File: config.mk
export PLATFORM = sky130hd
export DESIGN_NAME = i2c_master_single_byte_transfer_flat
export DESIGN_NICKNAME = d
export VERILOG_FILES = /design/src/rtl/i2cm_pkg.sv /design/src/rtl/i2cm_stream_if.sv /design/src/rtl/i2c_master_single_byte_transfer.sv /design/src/flat_wrapper.sv
export SDC_FILE = /design/constraint.sdc
export NUM_CORES = 1
export LEC_CHECK = 0
export BUFFER_PORTS_ARGS = -buffer_cell sky130_fd_sc_hd__buf_2
export CAP_MARGIN = 20
export CORE_MARGIN = 8
export CORE_UTILIZATION = 40
export CTS_BUF_LIST = sky130_fd_sc_hd__clkbuf_8 sky130_fd_sc_hd__clkbuf_16
export DETAILED_ROUTE_END_ITERATION = 8
export GPL_TIMING_DRIVEN = 0
export PLACE_DENSITY = 0.6
export SKIP_CTS_REPAIR_TIMING = 1
export SLEW_MARGIN = 20
export SYNTH_ARGS = -nofsm -noshare
export SYNTH_HDL_FRONTEND = slang
export SYNTH_SLANG_ARGS = --single-unit
File: constraint.sdc
create_clock -name i_clk -period 6.7 [get_ports i_clk]
set_input_delay 0 -clock i_clk [delete_from_list [all_inputs] [get_ports i_clk]]
set_output_delay 0 -clock i_clk [all_outputs]
set_load 0.05 [all_outputs]
File: src/rtl/i2cm_pkg.sv
// Shared types and constants for the single-byte I2C master.
// No dependencies.
`default_nettype none

package i2cm_pkg;

    localparam int unsigned ADDR_W = 7;
    localparam int unsigned HOLD_W = 16;
    localparam int unsigned BYTE_W = 8;
    localparam int unsigned BIT_W  = 4;
    localparam int unsigned CFG_IDX_W  = 2;
    localparam int unsigned CFG_DATA_W = 16;

    localparam logic [ADDR_W-1:0] DEV_ADDR_RST = 7'h38;
    localparam logic [HOLD_W-1:0] LOW_HOLD_RST = 16'd5;
    localparam logic [HOLD_W-1:0] HIGH_HOLD_RST = 16'd4;
    localparam logic [BIT_W-1:0]  ACK_SLOT = 4'd8;

    typedef enum logic [CFG_IDX_W-1:0] {
        CFG_DEV_ADDR  = 2'd0,
        CFG_LOW_HOLD  = 2'd1,
        CFG_HIGH_HOLD = 2'd2
    } t_cfg_idx;

    typedef enum logic [9:0] {
        PH_IDLE       = 10'b00_0000_0001,
        PH_START_WAIT = 10'b00_0000_0010,
        PH_START_HOLD = 10'b00_0000_0100,
        PH_ADDR_LOW   = 10'b00_0000_1000,
        PH_ADDR_HIGH  = 10'b00_0001_0000,
        PH_DATA_LOW   = 10'b00_0010_0000,
        PH_DATA_HIGH  = 10'b00_0100_0000,
        PH_STOP_LOW   = 10'b00_1000_0000,
        PH_STOP_HIGH  = 10'b01_0000_0000,
        PH_STOP_FREE  = 10'b10_0000_0000
    } t_phase;

    typedef struct packed {
        logic              start_request;
        logic              mode;
        logic [BYTE_W-1:0] write_data;
        logic              sda_in;
        logic              scl_in;
    } t_req;

    typedef struct packed {
        logic              scl_drive_low;
        logic              sda_drive_low;
        logic              busy_res;
        logic              done_res;
        logic [BYTE_W-1:0] read_data;
        logic              address_acked;
        logic              data_acked;
    } t_res;

endpackage

`default_nettype wire

File: src/rtl/i2cm_stream_if.sv
// Valid/ready channel carrying one payload of type T.
// Used with i2cm_pkg::t_req and i2cm_pkg::t_res.
`default_nettype none

interface i2cm_stream_if #(
    parameter type T = logic
);
    logic valid;
    logic ready;
    T     payload;

    modport source(output valid, output payload, input ready);
    modport sink(input valid, input payload, output ready);
endinterface

`default_nettype wire

File: src/rtl/i2c_master_single_byte_transfer.sv
// Single-byte I2C master, one bus tick per request.
// An accepted request is held in the request register, then its result in the result register.
// Throughput: one request per cycle; the state update is a single pass over the phase machine.
// Backpressure on the result channel stalls both stages; requests flow again once it drains.
// Reset (i_rst_n low, synchronous): both stages empty, phase idle, registers at defaults.
// Depends on i2cm_pkg and i2cm_stream_if.
`default_nettype none

module i2c_master_single_byte_transfer (
    input  wire                                   i_clk,
    input  wire                                   i_rst_n,
    i2cm_stream_if.sink                           i_req,
    i2cm_stream_if.source                         o_res,
    input  wire                                   i_cfg_we,
    input  wire [i2cm_pkg::CFG_IDX_W-1:0]         i_cfg_idx,
    input  wire [i2cm_pkg::CFG_DATA_W-1:0]        i_cfg_data
);

    // ---- configuration registers -------------------------------------
    logic [i2cm_pkg::ADDR_W-1:0] r_dev_addr;
    logic [i2cm_pkg::HOLD_W-1:0] r_low_hold;
    logic [i2cm_pkg::HOLD_W-1:0] r_high_hold;

    always_ff @(posedge i_clk) begin
        if (!i_rst_n) begin
            r_dev_addr  <= i2cm_pkg::DEV_ADDR_RST;
            r_low_hold  <= i2cm_pkg::LOW_HOLD_RST;
            r_high_hold <= i2cm_pkg::HIGH_HOLD_RST;
        end else if (i_cfg_we) begin
            unique case (i_cfg_idx)
                i2cm_pkg::CFG_DEV_ADDR:  r_dev_addr  <= i_cfg_data[i2cm_pkg::ADDR_W-1:0];
                i2cm_pkg::CFG_LOW_HOLD:  r_low_hold  <= i_cfg_data;
                i2cm_pkg::CFG_HIGH_HOLD: r_high_hold <= i_cfg_data;
                default: ;  // spare index: ignored
            endcase
        end
    end

    // ---- pipeline control ----------------------------------------------
    // Stage 1 holds the accepted request; stage 2 is the result register.
    // The step runs when stage 1 is full and the result register can take it.
    logic           r_in_valid;
    i2cm_pkg::t_req r_in;
    logic           r_out_valid;
    i2cm_pkg::t_res r_out;
    logic           step;

    assign step        = r_in_valid && (!r_out_valid || o_res.ready);
    assign i_req.ready = !r_in_valid || step;
    assign o_res.valid = r_out_valid;
    assign o_res.payload = r_out;

    always_ff @(posedge i_clk) begin
        if (!i_rst_n) begin
            r_in_valid  <= 1'b0;
            r_out_valid <= 1'b0;
        end else begin
            if (i_req.ready) begin
                r_in_valid <= i_req.valid;
            end
            if (step) begin
                r_out_valid <= 1'b1;
            end else if (o_res.ready) begin
                r_out_valid <= 1'b0;
            end
        end
    end

    always_ff @(posedge i_clk) begin
        if (i_req.valid && i_req.ready) begin
            r_in <= i_req.payload;
        end
    end

    // ---- transaction state ---------------------------------------------
    i2cm_pkg::t_phase            r_phase,   n_phase;
    logic [i2cm_pkg::BIT_W-1:0]  r_bit,     n_bit;
    logic [i2cm_pkg::HOLD_W-1:0] r_hold,    n_hold;
    logic [i2cm_pkg::BYTE_W-1:0] r_shift,   n_shift;
    logic                        r_dir,     n_dir;
    logic [i2cm_pkg::BYTE_W-1:0] r_rx,      n_rx;
    logic [1:0]                  r_ack,     n_ack;

    // Hold limits: a zero count behaves as one tick, so compare against limit-1.
    logic [i2cm_pkg::HOLD_W-1:0] low_last;
    logic [i2cm_pkg::HOLD_W-1:0] high_last;
    logic                        low_done;
    logic                        high_done;

    assign low_last  = (r_low_hold  == '0) ? '0 : r_low_hold  - 1'b1;
    assign high_last = (r_high_hold == '0) ? '0 : r_high_hold - 1'b1;
    assign low_done  = (r_hold >= low_last);
    assign high_done = (r_hold >= high_last);

    // Bit currently on SDA: address byte in the address slots, else the data byte.
    // Ack slot releases SDA; a read releases it for the slave's data bits too.
    logic [i2cm_pkg::BYTE_W-1:0] addr_byte;
    logic [i2cm_pkg::BYTE_W-1:0] tx_byte;
    logic [2:0]                  bit_sel;
    logic                        is_addr;
    logic                        data_sda_low;

    assign addr_byte = {r_dev_addr, r_dir};
    assign is_addr   = (r_phase == i2cm_pkg::PH_ADDR_LOW) || (r_phase == i2cm_pkg::PH_ADDR_HIGH);
    assign tx_byte   = is_addr ? addr_byte : r_shift;
    assign bit_sel   = 3'd7 - r_bit[2:0];

    always_comb begin
        if (r_bit >= i2cm_pkg::ACK_SLOT) begin
            data_sda_low = 1'b0;
        end else if (!is_addr && r_dir) begin
            data_sda_low = 1'b0;
        end else begin
            data_sda_low = ~tx_byte[bit_sel];
        end
    end

    logic scl_low;
    logic sda_low;
    logic done;

    always_comb begin
        n_phase = r_phase;
        n_bit   = r_bit;
        n_hold  = r_hold;
        n_shift = r_shift;
        n_dir   = r_dir;
        n_rx    = r_rx;
        n_ack   = r_ack;
        scl_low = 1'b0;
        sda_low = 1'b0;
        done    = 1'b0;

        unique case (r_phase)
            i2cm_pkg::PH_IDLE: begin
                if (r_in.start_request) begin
                    n_dir   = r_in.mode;
                    n_shift = r_in.write_data;
                    n_ack   = 2'b00;
                    n_bit   = '0;
                    n_hold  = '0;
                    if (r_in.mode) begin
                        n_rx = '0;
                    end
                    n_phase = i2cm_pkg::PH_START_WAIT;
                end
            end
            i2cm_pkg::PH_START_WAIT: begin
                // SCL must read high for the setup time before the start
                if (r_in.scl_in) begin
                    n_hold = low_done ? '0 : r_hold + 1'b1;
                    if (low_done) begin
                        n_phase = i2cm_pkg::PH_START_HOLD;
                    end
                end
            end
            i2cm_pkg::PH_START_HOLD: begin
                sda_low = 1'b1;
                n_hold  = high_done ? '0 : r_hold + 1'b1;
                if (high_done) begin
                    n_bit   = '0;
                    n_phase = i2cm_pkg::PH_ADDR_LOW;
                end
            end
            i2cm_pkg::PH_ADDR_LOW, i2cm_pkg::PH_DATA_LOW: begin
                scl_low = 1'b1;
                sda_low = data_sda_low;
                n_hold  = low_done ? '0 : r_hold + 1'b1;
                if (low_done) begin
                    n_phase = (r_phase == i2cm_pkg::PH_ADDR_LOW) ?
                              i2cm_pkg::PH_ADDR_HIGH : i2cm_pkg::PH_DATA_HIGH;
                end
            end
            i2cm_pkg::PH_ADDR_HIGH, i2cm_pkg::PH_DATA_HIGH: begin
                sda_low = data_sda_low;
                // stretched clock: hold count pauses while SCL reads low
                if (r_in.scl_in) begin
                    n_hold = high_done ? '0 : r_hold + 1'b1;
                    if (high_done) begin
                        if (r_bit >= i2cm_pkg::ACK_SLOT) begin
                            if (is_addr) begin
                                if (!r_in.sda_in) begin
                                    n_ack[0] = 1'b1;
                                end
                                n_phase = i2cm_pkg::PH_DATA_LOW;
                            end else begin
                                if (!r_dir && !r_in.sda_in) begin
                                    n_ack[1] = 1'b1;
                                end
                                n_phase = i2cm_pkg::PH_STOP_LOW;
                            end
                            n_bit = '0;
                        end else begin
                            if (!is_addr && r_dir) begin
                                n_rx = {r_rx[i2cm_pkg::BYTE_W-2:0], r_in.sda_in};
                            end
                            n_bit   = r_bit + 1'b1;
                            n_phase = is_addr ? i2cm_pkg::PH_ADDR_LOW : i2cm_pkg::PH_DATA_LOW;
                        end
                    end
                end
            end
            i2cm_pkg::PH_STOP_LOW: begin
                scl_low = 1'b1;
                sda_low = 1'b1;
                n_hold  = low_done ? '0 : r_hold + 1'b1;
                if (low_done) begin
                    n_phase = i2cm_pkg::PH_STOP_HIGH;
                end
            end
            i2cm_pkg::PH_STOP_HIGH: begin
                sda_low = 1'b1;
                if (r_in.scl_in) begin
                    n_hold = high_done ? '0 : r_hold + 1'b1;
                    if (high_done) begin
                        n_phase = i2cm_pkg::PH_STOP_FREE;
                    end
                end
            end
            i2cm_pkg::PH_STOP_FREE: begin
                // bus-free time after the stop condition
                n_hold = low_done ? '0 : r_hold + 1'b1;
                if (low_done) begin
                    done    = 1'b1;
                    n_phase = i2cm_pkg::PH_IDLE;
                end
            end
            default: begin
                // corrupted phase code: release lines and recover
                n_phase = i2cm_pkg::PH_IDLE;
                n_hold  = '0;
                n_bit   = '0;
            end
        endcase
    end

    always_ff @(posedge i_clk) begin
        if (!i_rst_n) begin
            r_phase <= i2cm_pkg::PH_IDLE;
            r_bit   <= '0;
            r_hold  <= '0;
            r_shift <= '0;
            r_dir   <= 1'b0;
            r_rx    <= '0;
            r_ack   <= 2'b00;
        end else if (step) begin
            r_phase <= n_phase;
            r_bit   <= n_bit;
            r_hold  <= n_hold;
            r_shift <= n_shift;
            r_dir   <= n_dir;
            r_rx    <= n_rx;
            r_ack   <= n_ack;
        end
    end

    // Result register: drives and busy belong to the phase at the start of the tick,
    // ack flags and received byte reflect the state after it.
    always_ff @(posedge i_clk) begin
        if (step) begin
            r_out.scl_drive_low <= scl_low;
            r_out.sda_drive_low <= sda_low;
            r_out.busy_res      <= (r_phase != i2cm_pkg::PH_IDLE);
            r_out.done_res      <= done;
            r_out.read_data     <= n_rx;
            r_out.address_acked <= n_ack[0];
            r_out.data_acked    <= n_ack[1];
        end
    end

endmodule

`default_nettype wire

File: src/flat_wrapper.sv
// flat-port wrapper written by rule: the top's interface ports become plain ports
module i2c_master_single_byte_transfer_flat 
  (i_clk, i_rst_n, i_cfg_we, i_cfg_idx, i_cfg_data, i_req_valid, i_req_payload, i_req_ready, o_res_valid, o_res_payload, o_res_ready);
  i2cm_stream_if i_req_i ();
  i2cm_stream_if o_res_i ();
  input  wire i_clk;
  input  wire i_rst_n;
  input  wire i_cfg_we;
  input  wire [i2cm_pkg::CFG_IDX_W-1:0] i_cfg_idx;
  input  wire [i2cm_pkg::CFG_DATA_W-1:0] i_cfg_data;
  input wire logic [$bits(i_req_i.valid)-1:0] i_req_valid;
  input wire logic [$bits(i_req_i.payload)-1:0] i_req_payload;
  output wire logic [$bits(i_req_i.ready)-1:0] i_req_ready;
  output wire logic [$bits(o_res_i.valid)-1:0] o_res_valid;
  output wire logic [$bits(o_res_i.payload)-1:0] o_res_payload;
  input wire logic [$bits(o_res_i.ready)-1:0] o_res_ready;
  assign i_req_i.valid = i_req_valid;
  assign i_req_i.payload = i_req_payload;
  assign i_req_ready = i_req_i.ready;
  assign o_res_valid = o_res_i.valid;
  assign o_res_payload = o_res_i.payload;
  assign o_res_i.ready = o_res_ready;
  i2c_master_single_byte_transfer u_core (.i_clk(i_clk), .i_rst_n(i_rst_n), .i_req(i_req_i), .o_res(o_res_i), .i_cfg_we(i_cfg_we), .i_cfg_idx(i_cfg_idx), .i_cfg_data(i_cfg_data));
endmodule
* Yosys cells after proc, flatten, opt, wreduce, memory -nomap -nowiden
Cells that the tools add are included.
** Operators by class
- Reduce and logical (&&, ||, !) cells :: 22
- Equal/unequal tests :: 23
- Mux-type cells :: 35
- Bitwise logic cells :: 2
- Magnitude comparators :: 3
- $add $sub $neg :: 4
** Operators with widths (number)
- $mux 10 :: 11
- $mux 16 :: 6
- $pmux 10 s8 :: 1
- $pmux 16 s5 :: 1
- $ge 16x16->1 :: 2
- $logic_not 16->1 :: 2
- $sub 16x1->16 const B :: 2
- $ne 2x1->1 const B :: 11
- $add 16x1->16 const B :: 1
- $mux 4 :: 4
- $pmux 4 s3 :: 1
- $reduce_and 12->1 :: 1
- $reduce_and 6->1 :: 2
- $eq 10x1->1 const B :: 1
- $eq 10x10->1 const B :: 1
- $eq 10x2->1 const B :: 1
- $eq 10x3->1 const B :: 1
- $eq 10x4->1 const B :: 1
- $eq 10x5->1 const B :: 1
- $eq 10x6->1 const B :: 1
- $eq 10x7->1 const B :: 1
- $eq 10x8->1 const B :: 1
- $eq 10x9->1 const B :: 1
- $mux 2 :: 4
- 20 further kinds :: 30
** Storage, ports and cells
- Register bits :: 68
- Output and inout bits :: 3
- Word-level logic and storage cells :: 100

* Longest topological paths before layout
- Depth in word-level cells :: 7
- Mapped depth :: 14

* Least setup slack after synthesis
Ideal clock, no wire load.
- Kind :: reg2reg
- From :: register u_core.r_low_hold[2] (netlist name)
- To :: register u_core.r_phase[3]
- Buffers on the path :: 1
- Data required time :: 6583 ps
- Arrival time :: 3891 ps
- Setup time :: 117 ps
- Setup slack :: 2691 ps
- Stages on the path, launching flop included :: 15
- Clock period less this slack :: 4009 ps
- Cell sequence :: dfxtp_1 > or3_1 > or3_1 > or4_1 > nor4_1 > xor2_1 > nand2_1 > ha_1 > nand4_1 > or3_1 > or4_1 > a31oi_1 > nand2b_1 > buf_4 > a32o_2
** Between the ends
- Longest elaborated chain between the ends :: 5
- Elaborated cells between the ends (all ways) :: 9
- Classes of those cells :: 1 x add/sub; 1 x order compare; 4 x eq/ne; 1 x mux; 2 x reduce/logical
** RTL lines
- start: declaration :: RTL line i2c_master_single_byte_transfer.sv:21 : logic [i2cm_pkg::HOLD_W-1:0] r_low_hold;
- start signal: assignment :: RTL line i2c_master_single_byte_transfer.sv:27 : r_low_hold <= i2cm_pkg::LOW_HOLD_RST;
- start signal: assignment :: RTL line i2c_master_single_byte_transfer.sv:32 : i2cm_pkg::CFG_LOW_HOLD: r_low_hold <= i_cfg_data;
- $sub 16x1->16 or $logic_not 16->1 (tied branches) :: RTL line i2c_master_single_byte_transfer.sv:90 : assign low_last = (r_low_hold == '0) ? '0 : r_low_hold - 1'b1;
- $mux 16 * :: RTL line i2c_master_single_byte_transfer.sv:90
- $ge 16x16->1 * :: RTL line i2c_master_single_byte_transfer.sv:92 : assign low_done = (r_hold >= low_last);
- $ne 2x1->1 (no line)
- $reduce_and 12->1 (no line) *
- end signal: assignment :: RTL line i2c_master_single_byte_transfer.sv:239 : r_phase <= i2cm_pkg::PH_IDLE;
- end signal: assignment :: RTL line i2c_master_single_byte_transfer.sv:247 : r_phase <= n_phase;
- end: declaration :: RTL line i2c_master_single_byte_transfer.sv:76 : i2cm_pkg::t_phase r_phase, n_phase;
Every way passes the cells marked *; elsewhere a longest branch is shown, timed or not.
A chain may end at the register's enable or synchronous reset.

* Worst setup path after layout
- From :: register u_core.r_low_hold[2] (netlist name)
- To :: register u_core.r_phase[5]
Same word-level chain as after synthesis.

==> impl_metrics.csv <==
group,metric,value,unit
worst_setup_path,cp.depth,14,
cts,clock_sinks,65,
floorplan,rows,38,
synthesis,synth.area.top_cells,"dfxtp_1 (29%), ha_1 (12%), nand2_1 (10%)",
synthesis,synth_flop_cell,"dfxtp_1",
timing,worst_slew_pin_slew,744,ps
cts,cts_buffer_depth,2,
worst_setup_path,reg2reg_depth,14,
worst_setup_path,r2r_end,"u_core.r_phase[5]$_SDFFE_PN0P_",
floorplan,initial_core_util,40.4,%
drt,drt_iter0_drc,148,
cts,clk_pin_slew_worst_paths,80,ps
power_and_ir_drop,power_frac_seq,43.6,%
timing,setup_viol,0,
timing,tns,0,ps
final_layout,antenna-diode-count,0,
final_layout,stdcell_area,5030,um^2
global_routing,grt_pass1_vias,3809,
timing,maxSlewViolCount,0,
synthesis,async_flop_share,0,%
global_routing,grt_usage,15.7,%
worst_setup_path,slowest_delay,510,ps
global_routing,grt_max_degree,13,
power_and_ir_drop,power_frac_clock,45.7,%
synthesis,ys_types,60,
floorplan,die_area,14300,um^2
worst_setup_path,worst-path-buf-inv,1,
cts,cts_buffers,9,
synthesis,synth-edff-count,2,
global_routing,grt_first_pass_wirelength,18.3,mm
floorplan,die_y,120,um
place,port_buffers,25,
timing,rsz0062_at_grt,"no",
worst_setup_path,slowest_stage,"or4_1",
timing,min_period,4430,ps
cts,worstSkewPairLatency,350,ps
drt,totalWireLength,10.9,mm
cts,cts_root_buf,"clkbuf_8",
power_and_ir_drop,power.switching,0.230,mW
place,place_congestion,0.861,
final_layout,final_layout_size_suffix_gt1_share,9.73,%
timing,period_share,66.1,%
timing,finalHoldViolations,0,
hold_path,hold_class,"in -> reg",
power_and_ir_drop,switching_share,24.7,%
job,drv_cap,0,
synthesis,yosys.area.top_type,"dfxtp_1",
hold_path,hold_depth,3,
drt,ant_nets,0,
worst_setup_path,cp_top_family,"simple AND/OR/NAND/NOR gates",
worst_setup_path,cpMostUsedCell,"or3_1",
worst_setup_path,timing.rr.start,"u_core.r_low_hold[2]$_SDFFE_PN1P_",
worst_setup_path,path_max_fanout,6,
timing,max_freq,0.226,GHz
power_and_ir_drop,intPower,0.699,mW
cts,htreeDepth,3,
hold_path,hold_start,"o_res_ready",
power_and_ir_drop,ir_worst_vdd,0.000155,V
final_layout,nets,656,
synthesis,synthesis.area,4300,um^2
synthesis,yosys_register_bits,65,
floorplan,pin_count,27,
global_routing,globalRouteOverflowTotal,0,
power_and_ir_drop,p_leak,2.02,nW
global_routing,antenna_found_initial,0,
synthesis,synth_fp_nets,602,
cts,cts_tree,"done",
outcome,status,"completed",
power_and_ir_drop,pwr-share-comb,10.7,%
final_layout,syn_to_final_growth,17.0,%
place,place_inst,702,
drt,vias,3929,
worst_setup_path,critPathLaunchType,"register",
worst_setup_path,path_cells,"or3_1, or3_1, or4_1, nor3_1, xor2_1, nand2_1, ha_1, nand4_1, or3_1, or4_1, a31oi_1, nand2b_1, buf_4, a32o_1",
worst_setup_path,criticalPathCategory,"reg -> reg",
place,dp_hpwl,8.43,mm
power_and_ir_drop,powerDensity,184,nW/um^2
floorplan,fp.dieW,120,um
worst_setup_path,end_kind,"register",
place,postPlaceCellArea,4600,um^2
floorplan,core_region_area,10700,um^2
drt,vias_per_cell,5.34,
final_layout,fin_util,47.3,%
synthesis,synth_top_area_share,29.3,%
timing,max_slew_margin,49.9,%
worst_setup_path,arrival,4670,ps
synthesis,syn_inst,537,
drt,wl_per_cell,14.9,um
drt,drcViolationCount,0,
synthesis,yosysSeqAreaShare,30.7,%
worst_setup_path,critPathRequiredTime,6940,ps
synthesis,avgSynthCellArea,8.01,um^2
drt,dr.pass1.iters,4,
timing,clock_skew,11.3,ps
hold_path,hold_end,"u_core.o_res.valid$_SDFFE_PN0P_",
synthesis,synth_warnings,0,
final_layout,fin_cells,736,
worst_setup_path,rrSetupSlack,2270,ps
worst max-delay path by stage:
| stage | start | to | slack (ps) |
|---|---|---|---|
| global placement | u_core.r_low_hold[2]$_SDFFE_PN1P_ | u_core.r_hold[11]$_SDFFE_PN0P_ | 2330 |
| finish | u_core.r_low_hold[2]$_SDFFE_PN1P_ | u_core.r_phase[5]$_SDFFE_PN0P_ | 2270 |
| global route | u_core.r_low_hold[2]$_SDFFE_PN1P_ | u_core.r_hold[9]$_SDFFE_PN0P_ | 2030 |
| CTS | u_core.r_low_hold[2]$_SDFFE_PN1P_ | u_core.r_hold[9]$_SDFFE_PN0P_ | 2270 |
| floorplan | u_core.r_low_hold[2]$_SDFFE_PN1P_ | u_core.r_phase[3]$_SDFFE_PN0P_ | 2690 |
| detailed placement | u_core.r_low_hold[2]$_SDFFE_PN1P_ | u_core.r_hold[12]$_SDFFE_PN0P_ | 2290 |
Yosys cell counts (3+ instances only):
| cell type | instances |
|---|---|
| a21boi_0 | 30 |
| a21oi_1 | 7 |
| a31oi_1 | 3 |
| and2_1 | 3 |
| and3_1 | 3 |
| buf_2 | 4 |
| buf_6 | 3 |
| clkbuf_1 | 16 |
| dfxtp_1 | 63 |
| ha_1 | 41 |
| inv_1 | 16 |
| mux2i_1 | 5 |
| nand2_1 | 120 |
| nand2b_1 | 5 |
| nand3_1 | 18 |
| nand4_1 | 4 |
| nand4b_1 | 3 |
| nor2_1 | 39 |
| nor3_1 | 17 |
| nor4_1 | 21 |
| o211ai_1 | 6 |
| o21a_1 | 4 |
| o21ai_0 | 3 |
| or3_1 | 4 |
| or4_1 | 8 |
| xnor2_1 | 25 |
| xor2_1 | 20 |
cell usage in the layout, fill, tap and decap left out, drive strengths merged, types with 3 or more instances in the layout:
cell type    count
o211ai           6
o21a             4
and2             3
nand2b           5
nor2            40
dfxtp           63
nand4b           3
bufinv           3
a21oi            7
a31oi            3
o21ai            7
a32o             3
nand3           18
nand4            4
or4             10
xor2            20
or2              3
buf             33
nor3            17
xnor2           25
and3             3
dlygate4sd3     18
clkbuf          26
inv             16
a21boi          30
nor4            21
ha              41
or3              4
mux2i            5
nand2          120
final cells by class:
cell class                      count  area, um^2
Clock inverter                      6         115
Sequential cell                    65        1320
Tap cell                          140         175
Inverter                           16        60.1
Fill cell                        1105        5620
Multi-Input combinational cell    432        2800
Buffer                             24         121
Timing Repair Buffer               43         305
Clock buffer                       10         138
metal layers:
layer / part of all wire, % / GRT usage [%] / up-vias / routed length, um
met5: 0 / 0 / - / 0
met4: 3.7 / 7.88 / 0 / 402
met3: 3.9 / 3.15 / 26 / 428
met2: 46 / 25.1 / 82 / 5000
met1: 47 / 19.6 / 1814 / 5100
li1: - / - / 2007 / -
flip-flops by register name, summed over array words and instances (netlist names):
name and cells:
u_core.r_high_hold 16, u_core.r_ack 1, u_core.o_res.valid 1, u_core.r_bit 4, u_core.r_low_hold 16, u_core.r_hold 16
u_core.r_in_valid 1, u_core.r_phase 8, u_core.o_res.payload 1, u_core.r_in 1
power groups by stage:
stage                     combinational, mW  sequential, mW  clock (mW)
after floorplan                      0.0624           0.413           0
after global placement               0.0891           0.414           0
after detailed placement             0.0914           0.414           0
after CTS                            0.0924           0.405       0.432
after global routing                  0.113           0.406       0.447
final                                0.0996           0.405       0.424
worst register-to-register path, delay by kind of cell, from the launching register on:
family,cells,cell delay [ps]
flops,1,360
xor+xnor,1,160
compound gates,2,600
buf+inv,1,170
simple gates,9,2690
fa+ha+maj,1,320
kinds of logic after synthesis:
kind of cell	after synthesis	share of synthesized area, %
compound gates	80	13.8
xor+xnor	45	9.17
fa+ha+maj	41	11.9
buf+inv	40	4.22
flops	65	30.7
mux	5	1.16
simple gates	261	29.0
metrics by stage:
stage / power [mW] / hold WS (ps) / setup WS (ps)
6_report: 0.928 / 2.77 / 2270
5_1_grt: 0.967 / 20.3 / 2030
4_1_cts: 0.929 / -195 / 2270
3_5_place_dp: 0.505 / 180 / 2290
3_3_place_gp: 0.503 / 177 / 2330
2_1_floorplan: 0.476 / 98.9 / 2690
Power figures use the tool's default switching activity.
